==> config.mk <==
export PLATFORM = sky130hd
export DESIGN_NAME = fltap_mac
export DESIGN_NICKNAME = d
export VERILOG_FILES = /design/src/sv/fltap_pkg.sv /design/src/sv/fltap_mac.sv
export SDC_FILE = /design/constraint.sdc
export NUM_CORES = 1
export LEC_CHECK = 0
export BUFFER_PORTS_ARGS = -buffer_cell sky130_fd_sc_hd__buf_2
export CAP_MARGIN = 15
export CORE_ASPECT_RATIO = 1.4
export CORE_UTILIZATION = 45
export DETAILED_ROUTE_END_ITERATION = 16
export HOLD_SLACK_MARGIN = 0.06
export MAX_ROUTING_LAYER = met4
export PLACE_DENSITY = 0.58
export SLEW_MARGIN = 20
export SYNTH_ARGS = -nofsm -noshare
export SYNTH_HDL_FRONTEND = slang
export SYNTH_SLANG_ARGS = --single-unit
==> constraint.sdc <==
create_clock -name clk -period 7.7 [get_ports clk]
set_clock_uncertainty 0.15 [all_clocks]
set_input_delay 1.155 -clock clk [delete_from_list [all_inputs] [get_ports clk]]
set_output_delay 1.155 -clock clk [all_outputs]
set_load 0.1 [all_outputs]
==> src/sv/fltap_pkg.sv <==
// fltap_pkg: shared types and constants for the loadable-tap fir filter
`timescale 1ns / 1ps
package fltap_pkg;

  // item operation codes
  localparam logic OP_FILTER = 1'b0;
  localparam logic OP_COEF   = 1'b1;

  // configuration register indexes
  localparam logic REG_TAP_COUNT    = 1'b0;
  localparam logic REG_OUTPUT_SHIFT = 1'b1;

  // configuration field widths and reset values
  localparam int TAP_COUNT_W = 8;
  localparam int SHIFT_W     = 5;
  localparam int CFG_DATA_W  = 8;
  localparam int COEF_IDX_W  = 7;
  localparam logic [TAP_COUNT_W-1:0] TAP_COUNT_RST    = 8'd101;
  localparam logic [SHIFT_W-1:0]     OUTPUT_SHIFT_RST = 5'd15;

  // width of the post-accumulate rounding datapath
  localparam int RND_W = 64;

  // sequencer states
  typedef enum logic [2:0] {
    ST_IDLE,
    ST_MAC,
    ST_ROUND,
    ST_SHIFT,
    ST_DONE
  } state_t;

  // control from the sequencer to the multiply-accumulate unit
  typedef struct packed {
    logic clear;
    logic vld;
  } mac_ctl_t;

endpackage

==> src/sv/fltap_mac.sv <==
// fltap_mac: shared multiply-accumulate unit, one product per cycle
`timescale 1ns / 1ps
module fltap_mac
  import fltap_pkg::*;
#(
  parameter int SAMPLE_WIDTH = 16,
  parameter int COEF_WIDTH   = 16,
  parameter int ACC_W        = 39
) (
  input  logic                           clk,
  input  logic                           rst,
  input  mac_ctl_t                       ctl,
  input  logic signed [COEF_WIDTH-1:0]   coef,
  input  logic signed [SAMPLE_WIDTH-1:0] smp,
  output logic signed [ACC_W-1:0]        acc,
  output logic                           busy
);

  localparam int PW = SAMPLE_WIDTH + COEF_WIDTH;

  logic signed [PW-1:0] prod;
  logic                 prod_vld;

  // product register
  always_ff @(posedge clk) begin
    if (rst || ctl.clear) begin
      prod_vld <= 1'b0;
    end else begin
      prod_vld <= ctl.vld;
    end
    if (ctl.vld) begin
      prod <= coef * smp;
    end
  end

  // accumulator, wraps at its width
  always_ff @(posedge clk) begin
    if (ctl.clear) begin
      acc <= '0;
    end else if (prod_vld) begin
      acc <= acc + ACC_W'(prod);
    end
  end

  assign busy = prod_vld;

endmodule

==> out/results.ini <==
[status]
outcome=finished with violations
violations=design-rule violations

[grt]
grt_antenna_before_repair=0
grt.total_usage_pct=22.7
gr-total-overflow=0
grt_max_degree=59
first_global_vias=10900
grt_pass1_wl_um=55500

[finish]
area_growth_syn_to_layout_pct=7.76
num_antenna_cells=0
multi_input_area_um2=11100
nNetsFinal=2001
nFillCells=3010
drive_gt1_share_pct=7.94
ff_latch_area_um2=1760

[routing]
vias=10200
drt-wirelength-per-cell_um=17.0
drc_errors=7
drt_iter0_markers=308
viasPerCell=5.18
ant_nets=0
firstDrtPassIters=11
totalWireLength_um=33500

[placement]
hpwl_um=28400
gp_routability_congestion=0.908
port_buffers=75

[yosys]
synth_top_area_share_pct=37.1
synth_cells=1533
synth_fp_nets=1952
ys.flop_type=dfxtp_1
yosysSeqAreaShare_pct=12.4
synth-edff-count=32
ys_types=68
synth.area.top_cells=fa_1 (37%), ha_1 (11%), inv_1 (8.0%)
syn_area_um2=14200
postSynthAreaPerCell_um2=9.27
synth_warnings=0
synth-seq-cells=72
synth_top_area_cell=fa_1
synth-async-reset-ratio_pct=0

[clocking]
cts_made_buffers=9
cts_setup_buffers=0
cts.repair.resized=0
cts_tree=yes
cts_max_path_buffers=2
postCtsHoldBufs=0
htree_levels=3
cts_sinks=72
cts_root_buf=clkbuf_16
cts.clk_slew.worst_paths_ns=0.06
clk_latency_ns=0.34

[sta]
setup_viol=0
tightest_slew_ns=0.721
slew_headroom_pct=51.9
fin_setup_tns_ns=0
fmax_mhz=141
period_share_pct=92.3
drv_slew=0
hold_viol=0
rsz0062_at_grt=no
finalCriticalPeriod_ns=7.11

[die]
start_util_pct=46.0
fp-row-count=76
placeableCoreArea_um2=30900
die_x_um=152
die_area_um2=32300
die_y_um=212
io_pins=76

[worst_setup_path]
cp.arrival_ns=7.04
cp-start-kind=input port
criticalPathCategory=input port to register
end_kind=register
cp_max_fo=13
cp_data_required_time_ns=7.63

[job]
cap_violations=0

[hold_path]
hp-class=register to register

## per-stage QoR
stage / hold WS, ns / utilization, % / std cells / area, um^2 / setup slack, ns
finish: 0.340 / 49.5 / 1977 / 15300 / 0.590
global route: 0.379 / 49.5 / 1977 / 15300 / 0.162
CTS: 0.352 / 49.5 / 1977 / 15300 / 0.587
detailed placement: 0.343 / 48.5 / 1961 / 15000 / 0.205
global placement: 0.325 / 48.5 / 1961 / 15000 / 0.246
floorplan: 0.418 / - / 1533 / 14200 / 0.501
## sequential cells by signal (all words and copies together) (netlist names)
signal / count
acc: 39
busy: 1
prod: 32
## critical path, stage by stage
cell and delay, ns:
buf_2 0.19, and2_1 0.21, fa_1 0.54, inv_1 0.05, fa_1 0.45, fa_1 0.52
inv_1 0.05, fa_1 0.48, fa_1 0.49, inv_1 0.05, fa_1 0.47, inv_1 0.04
ha_1 0.33, and3_1 0.24, a221oi_1 0.25, o311ai_0 0.27, o22a_1 0.27, o22ai_1 0.29
o211ai_1 0.18, a31o_2 0.26, a21oi_1 0.16, xnor2_1 0.09
## final timing paths
path	startpoint	to	slack, ns	cells after the start
worst min register to register	acc[36]	acc[36]	0.34	2
worst max-delay path	coef[8]	prod[31]	0.59	22
worst min-delay path	acc[36]	acc[36]	0.34	2
worst max register to register	prod[0]	acc[38]	4.28	12
## final cells by class
cell class,instances,area share (%)
inverters,303,7.43
multi-input cells,1102,72.4
flip-flops and latches,72,11.5
well taps,390,3.19
clock buffers,11,1.72
clock inverters,5,0.343
repair buffers,94,3.38
## cells in the mapped netlist (10+ instances only)
cell type,number
o21a_1,15
edfxtp_1,32
ha_1,120
xnor2_1,51
a21oi_1,49
nor2_1,76
nand2_1,142
nor3b_1,10
dfxtp_1,40
clkbuf_1,50
nand3_1,16
o21ai_0,28
inv_1,303
and2_1,129
fa_1,263
xor2_1,12
a21o_1,27
nand2b_1,23
mux2i_1,21
## placed cells by master (no fill, tap or decap), drive strengths merged, types with 3 or more instances in the layout
cell type / n
fa: 263
o22ai: 6
nor2b: 8
a211o: 4
a31oi: 8
o211ai: 5
nand3: 16
xnor2: 51
o21a: 15
o221ai: 3
xor2: 12
mux2i: 21
nor2: 76
nand2: 142
o21bai: 9
and4: 4
and2: 129
a21o: 28
a21oi: 50
dfxtp: 40
a211oi: 11
and3: 8
clkbuf: 11
nor3b: 10
nand4: 5
ha: 120
edfxtp: 32
buf: 94
clkinv: 3
nand2b: 23
o21ai: 29
inv: 303
nor3: 9
a221o: 3
## routing by layer
layer | wire, um | track usage [%] | share of wire [%] | vias to the layer above
met1 | 13200 | 25.1 | 39 | 5110
met5 | 0 | - | 0 | -
li1 | - | - | - | 4900
met3 | 738 | 1.41 | 2.2 | 61
met4 | 1320 | 10.1 | 3.9 | 0
met2 | 18300 | 42.0 | 55 | 176
## kinds of logic after synthesis
kind of cell / synth area share, %
AOI/OAI and AO/OA: 9.22
xor gates and xnor gates: 3.88
adders and majority gates: 47.6
buffers and inverters: 9.57
DFF: 12.4
muxes: 1.64
and+or+nand+nor: 15.6
Power is not shown: default switching activity piles up to over one toggle a cycle in this logic, so the estimate is an artifact.
